--- src/hw/rtl/mmn_pkg.sv ---
// ============================================================================
// mmn_pkg
// Shared types and constants for the min-max normalizer: the command and
// status bundles between controller and datapath, and the quotient format.
// ============================================================================
package mmn_pkg;

    // The quotient is one output byte, produced one bit per divider step.
    localparam int unsigned QUOT_BITS = 8;
    localparam int unsigned CNT_BITS  = $clog2(QUOT_BITS);

    // Index of the last divider step.
    localparam logic [CNT_BITS-1:0] CNT_LAST = CNT_BITS'(QUOT_BITS - 1);

    // Largest output code, given for samples at or above the maximum.
    localparam logic [QUOT_BITS-1:0] FULL_SCALE = {QUOT_BITS{1'b1}};

    // Input mode codes.
    localparam logic MODE_OBSERVE   = 1'b0;
    localparam logic MODE_NORMALIZE = 1'b1;

    // Commands from the controller to the datapath.
    typedef struct packed {
        logic observe;   // fold the incoming sample into min and max
        logic capture;   // hold the incoming sample for normalizing
        logic prep;      // classify the sample and set up the divider
        logic div_step;  // one restoring division step
        logic load_out;  // move the finished result into the output register
    } t_dp_cmd;

    // Status from the datapath to the controller.
    typedef struct packed {
        logic fast;      // result known without dividing
    } t_dp_status;

endpackage

--- src/hw/rtl/mmn_if.sv ---
// ============================================================================
// mmn_if
// Valid/ready request channels of the min-max normalizer: the sample input
// channel and the normalized result channel.
// ============================================================================
interface mmn_in_if #(
    parameter int unsigned SAMPLE_BITS = 16
);
    logic                   valid;
    logic                   ready;
    logic                   mode;
    logic [SAMPLE_BITS-1:0] sample;

    modport source (output valid, output mode, output sample, input ready);
    modport sink   (input valid, input mode, input sample, output ready);
endinterface

interface mmn_out_if;
    logic       valid;
    logic       ready;
    logic [7:0] normalized_value;
    logic       degenerate_range;

    modport source (output valid, output normalized_value, output degenerate_range,
                    input ready);
    modport sink   (input valid, input normalized_value, input degenerate_range,
                    output ready);
endinterface

--- src/hw/rtl/min_max_normalizer.sv ---
// An observe request is absorbed in the cycle it is accepted. A normalize
// request is captured, then passes the setup state, the 8-step radix-2
// divider unless the result is known without dividing (degenerate range or
// saturation), and the done state that loads the output register. Observe
// requests are taken every cycle while no normalize is in flight.
// Reset (synchronous, active low) sets max to 0, min to all ones, idle state.
// ============================================================================
// min_max_normalizer
// Maps gradient-magnitude samples onto 0..255 using a running minimum and
// maximum gathered by observe requests.
// ============================================================================
module min_max_normalizer #(
    parameter int unsigned SAMPLE_BITS = 16
) (
    input  logic          i_clk,
    input  logic          i_rst_n,
    mmn_in_if.sink        i_in,
    mmn_out_if.source     o_out
);

    // Commands and status between the sequencer and the datapath.
    mmn_pkg::t_dp_cmd     cmd;
    mmn_pkg::t_dp_status  status;

    logic [mmn_pkg::QUOT_BITS-1:0] value;
    logic                          degen;

    // The controller accepts requests only when idle. An observe request
    // updates min and max at once; a normalize request is captured, set up,
    // taken through eight quotient steps unless its result is known without
    // dividing, and handed off into the output register. A finished result
    // may wait in that register while new requests are already being taken.
    mmn_ctrl u_ctrl (
        .i_clk       (i_clk),
        .i_rst_n     (i_rst_n),
        .i_in_valid  (i_in.valid),
        .i_in_mode   (i_in.mode),
        .o_in_ready  (i_in.ready),
        .i_out_ready (o_out.ready),
        .o_out_valid (o_out.valid),
        .o_cmd       (cmd),
        .i_status    (status)
    );

    // The datapath scales (sample - min) by 255 and divides by (max - min)
    // with a restoring divider. Since the sample lies strictly between min
    // and max on that path, the quotient always fits in one byte.
    mmn_datapath #(
        .SAMPLE_BITS (SAMPLE_BITS)
    ) u_datapath (
        .i_clk    (i_clk),
        .i_rst_n  (i_rst_n),
        .i_cmd    (cmd),
        .o_status (status),
        .i_sample (SAMPLE_BITS'(i_in.sample)),
        .o_value  (value),
        .o_degen  (degen)
    );

    assign o_out.normalized_value = value;
    assign o_out.degenerate_range = degen;

endmodule

--- src/hw/rtl/mmn_ctrl.sv ---
// ============================================================================
// mmn_ctrl
// Controller of the min-max normalizer: sequences a normalize request through
// setup and, when dividing, eight division steps; owns the output valid flag.
// ============================================================================
module mmn_ctrl (
    input  logic                i_clk,
    input  logic                i_rst_n,
    input  logic                i_in_valid,
    input  logic                i_in_mode,
    output logic                o_in_ready,
    input  logic                i_out_ready,
    output logic                o_out_valid,
    output mmn_pkg::t_dp_cmd    o_cmd,
    input  mmn_pkg::t_dp_status i_status
);

    typedef enum logic [3:0] {
        S_IDLE = 4'b0001,
        S_PREP = 4'b0010,
        S_DIV  = 4'b0100,
        S_DONE = 4'b1000
    } t_state;

    t_state                         r_state, n_state;
    logic [mmn_pkg::CNT_BITS-1:0]   r_cnt, n_cnt;
    logic                           r_out_valid, n_out_valid;

    always_comb begin
        n_state     = r_state;
        n_cnt       = r_cnt;
        n_out_valid = r_out_valid;
        o_cmd       = '0;
        o_in_ready  = 1'b0;

        if (r_out_valid && i_out_ready) begin
            n_out_valid = 1'b0;
        end

        case (r_state)
            S_IDLE: begin
                o_in_ready = 1'b1;
                if (i_in_valid) begin
                    if (i_in_mode == mmn_pkg::MODE_NORMALIZE) begin
                        o_cmd.capture = 1'b1;
                        n_state       = S_PREP;
                    end else begin
                        o_cmd.observe = 1'b1;
                    end
                end
            end
            S_PREP: begin
                o_cmd.prep = 1'b1;
                n_cnt      = '0;
                n_state    = i_status.fast ? S_DONE : S_DIV;
            end
            S_DIV: begin
                o_cmd.div_step = 1'b1;
                n_cnt          = r_cnt + 1'b1;
                if (r_cnt == mmn_pkg::CNT_LAST) begin
                    n_state = S_DONE;
                end
            end
            S_DONE: begin
                // Wait until the output register is free or being drained.
                if (!r_out_valid || i_out_ready) begin
                    o_cmd.load_out = 1'b1;
                    n_out_valid    = 1'b1;
                    n_state        = S_IDLE;
                end
            end
            default: begin
                n_state = S_IDLE;
            end
        endcase
    end

    always_ff @(posedge i_clk) begin
        if (!i_rst_n) begin
            r_state     <= S_IDLE;
            r_cnt       <= '0;
            r_out_valid <= 1'b0;
        end else begin
            r_state     <= n_state;
            r_cnt       <= n_cnt;
            r_out_valid <= n_out_valid;
        end
    end

    assign o_out_valid = r_out_valid;

endmodule

--- src/hw/rtl/mmn_datapath.sv ---
// ============================================================================
// mmn_datapath
// Datapath of the min-max normalizer: running min and max, sample scaling by
// 255, a radix-2 restoring divider and the output result register.
// ============================================================================
module mmn_datapath #(
    parameter int unsigned SAMPLE_BITS = 16
) (
    input  logic                     i_clk,
    input  logic                     i_rst_n,
    input  mmn_pkg::t_dp_cmd         i_cmd,
    output mmn_pkg::t_dp_status      o_status,
    input  logic [SAMPLE_BITS-1:0]   i_sample,
    output logic [mmn_pkg::QUOT_BITS-1:0] o_value,
    output logic                     o_degen
);

    localparam int unsigned QB = mmn_pkg::QUOT_BITS;
    localparam int unsigned NB = SAMPLE_BITS + QB;

    logic [SAMPLE_BITS-1:0] r_max, r_min, r_sample, r_span, r_rem;
    logic [QB-1:0]          r_num_lo, r_quot, r_out_value;
    logic                   r_degen, r_out_degen;

    logic                   degen, at_low, at_high;
    logic [SAMPLE_BITS-1:0] diff;
    logic [NB-1:0]          num;
    logic [SAMPLE_BITS:0]   trial;
    logic [SAMPLE_BITS:0]   trial_sub;
    logic                   q_bit;

    assign degen   = (r_max <= r_min);
    assign at_low  = (r_sample <= r_min);
    assign at_high = (r_sample >= r_max);
    assign o_status.fast = degen || at_low || at_high;

    // (sample - min) * 255 as (d << 8) - d.
    assign diff = r_sample - r_min;
    assign num  = {diff, {QB{1'b0}}} - NB'(diff);

    // The partial remainder stays below the span, so one extra bit suffices.
    assign trial     = {r_rem, r_num_lo[QB-1]};
    assign q_bit     = (trial >= {1'b0, r_span});
    assign trial_sub = trial - {1'b0, r_span};

    always_ff @(posedge i_clk) begin
        if (!i_rst_n) begin
            r_max <= '0;
            r_min <= '1;
        end else if (i_cmd.observe) begin
            if (i_sample > r_max) begin
                r_max <= i_sample;
            end
            if (i_sample < r_min) begin
                r_min <= i_sample;
            end
        end
    end

    always_ff @(posedge i_clk) begin
        if (i_cmd.capture) begin
            r_sample <= i_sample;
        end
        if (i_cmd.prep) begin
            r_span   <= r_max - r_min;
            r_rem    <= num[NB-1:QB];
            r_num_lo <= num[QB-1:0];
            r_degen  <= degen;
            if (!degen && !at_low && at_high) begin
                r_quot <= mmn_pkg::FULL_SCALE;
            end else begin
                r_quot <= '0;
            end
        end
        if (i_cmd.div_step) begin
            r_rem    <= q_bit ? trial_sub[SAMPLE_BITS-1:0] : trial[SAMPLE_BITS-1:0];
            r_num_lo <= {r_num_lo[QB-2:0], 1'b0};
            r_quot   <= {r_quot[QB-2:0], q_bit};
        end
        if (i_cmd.load_out) begin
            r_out_value <= r_quot;
            r_out_degen <= r_degen;
        end
    end

    assign o_value = r_out_value;
    assign o_degen = r_out_degen;

endmodule

--- src/flat_wrapper.sv ---
// flat-port wrapper written by rule: the top's interface ports become plain ports
module min_max_normalizer_flat 
#(
    parameter int unsigned SAMPLE_BITS = 16
)
  (i_clk, i_rst_n, i_in_valid, i_in_mode, i_in_sample, i_in_ready, o_out_valid, o_out_normalized_value, o_out_degenerate_range, o_out_ready);
  mmn_in_if #(.SAMPLE_BITS(SAMPLE_BITS)) i_in_i ();
  mmn_out_if o_out_i ();
  input  logic i_clk;
  input  logic i_rst_n;
  input wire logic [$bits(i_in_i.valid)-1:0] i_in_valid;
  input wire logic [$bits(i_in_i.mode)-1:0] i_in_mode;
  input wire logic [$bits(i_in_i.sample)-1:0] i_in_sample;
  output wire logic [$bits(i_in_i.ready)-1:0] i_in_ready;
  output wire logic [$bits(o_out_i.valid)-1:0] o_out_valid;
  output wire logic [$bits(o_out_i.normalized_value)-1:0] o_out_normalized_value;
  output wire logic [$bits(o_out_i.degenerate_range)-1:0] o_out_degenerate_range;
  input wire logic [$bits(o_out_i.ready)-1:0] o_out_ready;
  assign i_in_i.valid = i_in_valid;
  assign i_in_i.mode = i_in_mode;
  assign i_in_i.sample = i_in_sample;
  assign i_in_ready = i_in_i.ready;
  assign o_out_valid = o_out_i.valid;
  assign o_out_normalized_value = o_out_i.normalized_value;
  assign o_out_degenerate_range = o_out_i.degenerate_range;
  assign o_out_i.ready = o_out_ready;
  min_max_normalizer #(.SAMPLE_BITS(SAMPLE_BITS)) u_core (.i_clk(i_clk), .i_rst_n(i_rst_n), .i_in(i_in_i), .o_out(o_out_i));
endmodule
--- config.mk ---
export PLATFORM = sky130hd
export DESIGN_NAME = min_max_normalizer_flat
export DESIGN_NICKNAME = d
export VERILOG_FILES = /design/src/hw/rtl/mmn_pkg.sv /design/src/hw/rtl/mmn_if.sv /design/src/hw/rtl/min_max_normalizer.sv /design/src/hw/rtl/mmn_ctrl.sv /design/src/hw/rtl/mmn_datapath.sv /design/src/flat_wrapper.sv
export SDC_FILE = /design/constraint.sdc
export NUM_CORES = 1
export LEC_CHECK = 0
export ABC_AREA = 1
export BUFFER_PORTS_ARGS = -buffer_cell sky130_fd_sc_hd__buf_2
export CAP_MARGIN = 0
export CORE_MARGIN = 2
export CORE_UTILIZATION = 56
export CTS_CLUSTER_SIZE = 20
export DETAILED_ROUTE_END_ITERATION = 16
export PLACE_DENSITY = 0.73
export SLEW_MARGIN = 10
export SYNTH_ARGS = -nofsm -noshare
export SYNTH_HDL_FRONTEND = slang
export SYNTH_SLANG_ARGS = --single-unit
--- constraint.sdc ---
create_clock -name i_clk -period 3.4 [get_ports i_clk]
set_input_delay 0.34 -clock i_clk [delete_from_list [all_inputs] [get_ports i_clk]]
set_output_delay 0.34 -clock i_clk [all_outputs]
set_load 0.02 [all_outputs]
After elaboration in Yosys (flattened, before gate mapping)
Cells that the tools add are included.
{"block": "op_classes", "n_addsub": 5, "mul": 0, "n_div": 0, "order_cmp": 6, "eq_ne": 9, "n_shift": 0, "n_mux": 27, "bitwise": 0, "n_reduce_logical": 14}
{"cell": "$mux W16", "count": 3}
{"cell": "$sub A16 B16 Y16", "count": 3}
{"cell": "$mux W8", "count": 5}
{"cell": "$le A16 B16 Y1", "count": 2}
{"cell": "$sub A24 B16 Y24", "count": 1}
{"cell": "$mux W4", "count": 5}
{"cell": "$ge A17 B16 Y1", "count": 1}
{"cell": "$ge A16 B16 Y1", "count": 1}
{"cell": "$gt A16 B16 Y1", "count": 1}
{"cell": "$lt A16 B16 Y1", "count": 1}
{"cell": "$pmux W4 S4", "count": 1}
{"cell": "$mux W1", "count": 10}
{"cell": "$ne A2 B2 Y1 const B", "count": 4}
{"cell": "$pmux W3 S2", "count": 1}
{"cell": "$eq A4 B1 Y1 const B", "count": 1}
{"cell": "$eq A4 B2 Y1 const B", "count": 1}
{"cell": "$eq A4 B3 Y1 const B", "count": 1}
{"cell": "$eq A4 B4 Y1 const B", "count": 1}
{"cell": "$mux W2", "count": 2}
{"cell": "$reduce_and A2 Y1", "count": 2}
{"cell": "$reduce_and A4 Y1", "count": 1}
{"cell": "$reduce_bool A2 Y1", "count": 2}
{"cell": "$add A3 B1 Y3 const B", "count": 1}
{"cell": "$eq A3 B3 Y1 const B", "count": 1}
{"cell": "3 further kinds", "count": 9}
{"block": "totals", "register_bits": 114, "latchBits": 0, "mem_bits_rw": 0, "rom_bits": 0, "input_bits": 21, "output_inout_bits": 11, "word_cells": 75, "mem_count": 0}

Logic depth before layout (Yosys ltp)
{"block": "logic_depth", "ltp_word": 7, "mapped_depth": 24, "mapped_depth_nobuf": 24}

Hierarchy
From an unflattened synthesis, not the netlist that was laid out.
{"block": "unflattened", "cells_unflattened": 1137, "area_unflattened_um2": 8735.9}
{"mod": "mmn_datapath", "instances": 1, "cells_each": 1076, "area_each_um2": 8318.0, "seq_area_each_um2": 2852.7}
{"mod": "mmn_ctrl", "instances": 1, "cells_each": 61, "area_each_um2": 417.9, "seq_area_each_um2": 160.2}

Worst setup path after synthesis
OpenSTA, ideal clock, no wires.
{"block": "synth_timing", "path_type": "reg2reg", "startpoint": "register u_core.u_datapath.r_sample[0]", "endpoint": "register u_core.u_datapath.r_rem[11], data pin", "setup_time_ps": 256, "arrival_time_ps": 2806, "required_time_ps": 3144, "slack_ps": 338, "path_stages_with_launch": 25, "n_path_buf": 0, "period_less_slack_ps": 3062, "path_cell_list": "edfxtp_1 inv_1 ha_1 fa_1 inv_1 nand3_1 nand2_2 nand2_1 nand2_1 xor2_1 inv_1 ha_1 inv_1 nor2_1 nand3_1 nand2_1 nand2_1 nand2_2 nand2_1 nand2_2 nand2_1 nand2_1 nand2_1 nand3_1 nand2_1"}
{"block": "synth_between", "elab_chain_cells": 4}
{"element": "from (decl)", "line": "mmn_datapath.sv:21", "text": "logic [SAMPLE_BITS-1:0] r_max, r_min, r_sample, r_span, r_rem;"}
{"element": "from (signal assigned)", "line": "mmn_datapath.sv:62", "text": "r_sample <= i_sample;"}
{"element": "$sub A16 B16 Y16", "line": "mmn_datapath.sv:38", "text": "assign diff = r_sample - r_min;"}
{"element": "$sub A24 B16 Y24", "line": "mmn_datapath.sv:39", "text": "assign num = {diff, {QB{1'b0}}} - NB'(diff);"}
{"element": "$mux W16", "line": "mmn_datapath.sv:64", "text": "if (i_cmd.prep) begin"}
{"element": "$mux W16", "line": "mmn_datapath.sv:75", "text": "if (i_cmd.div_step) begin"}
{"element": "to (signal assigned)", "line": "mmn_datapath.sv:66", "text": "r_rem <= num[NB-1:QB];"}
{"element": "to (signal assigned)", "line": "mmn_datapath.sv:76", "text": "r_rem <= q_bit ? trial_sub[SAMPLE_BITS-1:0] : trial[SAMPLE_BITS-1:0];"}
{"element": "to (decl)", "line": "mmn_datapath.sv:21"}
No other way between the ends. The select of a mux whose other input is x is not followed.
A chain may end at the register's enable or synchronous reset.

Final worst setup path
{"block": "layout_timing", "startpoint": "register u_core.u_datapath.r_sample[11]", "endpoint": "register u_core.u_datapath.r_rem[13], data pin"}
The elaborated chain is that of the path after synthesis.

==> metrics.cfg <==
[run_status]
status=completed

[routing]
first_pass_iters=5
wl_mm=21.1
ant_nets=0
viasPerCell=5.51
vias=7616
initialDrtViolationCount=553
drc_errors=0
wire_per_inst_um=15.3

[yosys]
synth_edf_count=73
syn_area_um2=8540
synthCells=1107
yosysWarnings=0
synthAdderAreaFrac_pct=15.9
synth_cell_types=45
synth_top_family_by_area=simple AND/OR/NAND/NOR gates
seq_area_frac_synth_pct=35.3
muxShareOfSynthArea_pct=0
synthSimpleGateAreaFrac_pct=24.1
synth_xor_area_share_pct=3.80
synth_ff_type=edfxtp_1
async_flop_share_pct=0
synth_area_per_cell_um2=7.71
synth-seq-cells=114
synth_fp_nets=1235
synth_compound_area_share_pct=13.2

[finish]
finalNetCount=1308
final_cell_mix=248 x nand2_1, 149 x inv_1, 96 x a21oi_1, 91 x ha_1
final_area_um2=10000
final_common_cell=nand2_1
area_growth_pct=17.3
antennaDiodeCount=0
layoutNonFillerInstCount=1381
multiInputGateArea_um2=5130
seqCellArea_um2=3010
drive_above_1_share_pct=14.3
fillers=1298

[critical_path]
cp-start-kind=flip-flop
slowest_delay_ps=420
crit_path_max_fanout=5
arrival_ps=3360
worstPathRequired_ps=3570
endpoint_kind=flip-flop
critPathKind=reg2reg
path_cells=ha_1 > buf_4 > inv_1 > o21bai_1 > nor2_2 > nand3_2 > a21boi_1 > xor2_1 > ha_1 > inv_1 > o21bai_1 > a21oi_1 > nand2_1 > nor2_1 > nand4_1 > nand3_1 > nand2_1
cp_slowest_cell=edfxtp_1

[placement]
gp_congestion=0.944
place_inst=1342
port_buffers=31
place_area_um2=9130
place_hpwl_mm=16.3
place_ws_ps=-114

[clock_network]
clkSinkCount=114
cts_hold_buf=0
numCtsBuffers=17
ctsHtreeMaxLevel=4
cts_buffer_depth=2
clock_latency_ps=420
clockRootBuffer=clkbuf_16
cts_tree=built
clk_pin_slew_ps=60

[timing]
max_freq_ghz=0.314
slew_viol_final=0
hold_viol_final=0
skew_ps=6.61
rsz0062_at_grt=yes
finalSetupViolations=0
period_share_pct=93.7
setup_ws_ps=213
hold_slack_ps=118
worst_pin_slew_ps=710
fin_crit_ps=3190
max_slew_margin_pct=52.5

[power_and_ir_drop]
p_total_uw=7050
vdd_drop_max_uv=387
p_leak_uw=0.00480
powerDensity_nw_per_um2=705

[global_route]
first_global_vias=7245
grt_antenna_before_repair=0
gr-total-overflow=0
grt_max_degree=36
grt_usage_pct=26.8
grt_pass1_wl_mm=34.7

[die]
rows=45
core_um2=15000
io_pins=32
die_area_um2=16200
start_util_pct=56.8
die_x_um=127
die_h_um=127

[min_path]
hold_path_class=in2reg

[flow_run]
max_cap_violations=0

==> synthesized netlist by cell type, types with 3 or more instances <==
master,instances,area [um^2]
dfxtp_1,41,821
nand3b_1,3,22.5
nand2_2,10,62.6
nor4_1,3,18.8
fa_1,3,60.1
nor3_1,7,35.0
nor2_1,73,274
inv_1,152,571
a211oi_1,4,30.0
o221ai_1,3,26.3
xnor2_1,17,149
o21bai_1,5,37.5
nand4_1,37,231
ha_1,104,1300
a32o_1,3,30.0
a21boi_0,4,30.0
a21oi_1,99,495
clkbuf_1,15,56.3
buf_2,4,20.0
nand2_1,256,961
a21o_1,4,30.0
a31oi_1,4,25.0
nand3_1,78,390
edfxtp_1,73,2190
o21ai_0,59,295
xor2_1,20,175
o211ai_1,4,30.0
==> area by class of cell <==
class | count | share of cell area, %
multi-input combinational | 819 | 51.2
sequential | 114 | 30.1
inverter | 154 | 5.78
timing repair buffer | 74 | 4.78
clock buffer | 17 | 4.25
tap | 188 | 2.35
clock inverter | 15 | 1.50
==> report_power, final <==
part	switching, uW	internal (uW)	leakage (uW)
Combinational	2150	1320	0.00350
Clock	711	1030	0.000282
Sequential	100	1750	0.00102
Total	2960	4090	0.00480
==> cell families (layout without fill, tap and decap cells) <==
logic type | Yosys count | in the layout
adder cells (fa/ha/maj) | 107 | 107
flip-flops | 114 | 114
AO/OA/AOI/OAI | 200 | 200
XOR/XNOR | 37 | 37
AND/OR/NAND/NOR | 475 | 475
buffers and inverters | 174 | 260
==> worst paths after layout <==
kind / slack, ps / end / start / depth (start not counted)
max: 210 / u_core.u_datapath.r_rem[13]$_DFFE_PP_ / u_core.u_datapath.r_sample[11]$_DFFE_PP_ / 17
max reg2reg: 210 / u_core.u_datapath.r_rem[13]$_DFFE_PP_ / u_core.u_datapath.r_sample[11]$_DFFE_PP_ / 17
min reg2reg: 420 / u_core.u_datapath.o_value[7]$_DFFE_PP_ / u_core.u_datapath.r_quot[7]$_DFFE_PP_ / 0
min: 120 / u_core.u_datapath.r_sample[0]$_DFFE_PP_ / i_in_sample[0] / 1
==> routing by layer <==
layer  wire (um)  track usage, %  share of wire [%]  up-vias
li1            -               -                  -     3936
met1       10000            36.4                 47     3463
met2        9790            43.3                 46      187
met3         823            4.73                3.9       30
met4         478            9.63                2.3        0
met5           0               0                  0        -
==> metrics by stage <==
stage	util, %	TNS (ps)
6_report	66.6	0
5_1_grt	66.6	-40.1
4_1_cts	64.7	0
3_5_place_dp	60.7	-269
3_3_place_gp	60.7	-36.0
2_1_floorplan	-	0
==> registers in the layout, indices dropped and copies added (netlist names) <==
signal and cells:
u_core.u_ctrl.r_state 4, u_core.u_datapath.o_value 8, u_core.u_ctrl.r_cnt 3, u_core.u_datapath.r_max 16, u_core.u_datapath.r_degen 1, u_core.u_datapath.o_degen 1
u_core.u_ctrl.o_out_valid 1, u_core.u_datapath.r_rem 16, u_core.u_datapath.r_sample 16, u_core.u_datapath.r_span 16, u_core.u_datapath.r_min 16, u_core.u_datapath.r_num_lo 8
u_core.u_datapath.r_quot 8
==> critical path: cells and delay by family, from the launching register on <==
family	cells	cell delay, ps
AO/OA/AOI/OAI	4	480
XOR/XNOR	1	250
adder cells (fa/ha/maj)	2	670
buffers and inverters	3	360
flip-flops	1	420
AND/OR/NAND/NOR	7	750
==> repair_timing <==
item | in CTS | in global routing
setup endpoints to repair | 5 | 13
buffers inserted | 1 | 6
gates resized for setup | 3 | 45
pin swaps | 1 | 6
hold endpoints to repair | 0 | 0
No activity file was read; power rests on OpenSTA's default activity.
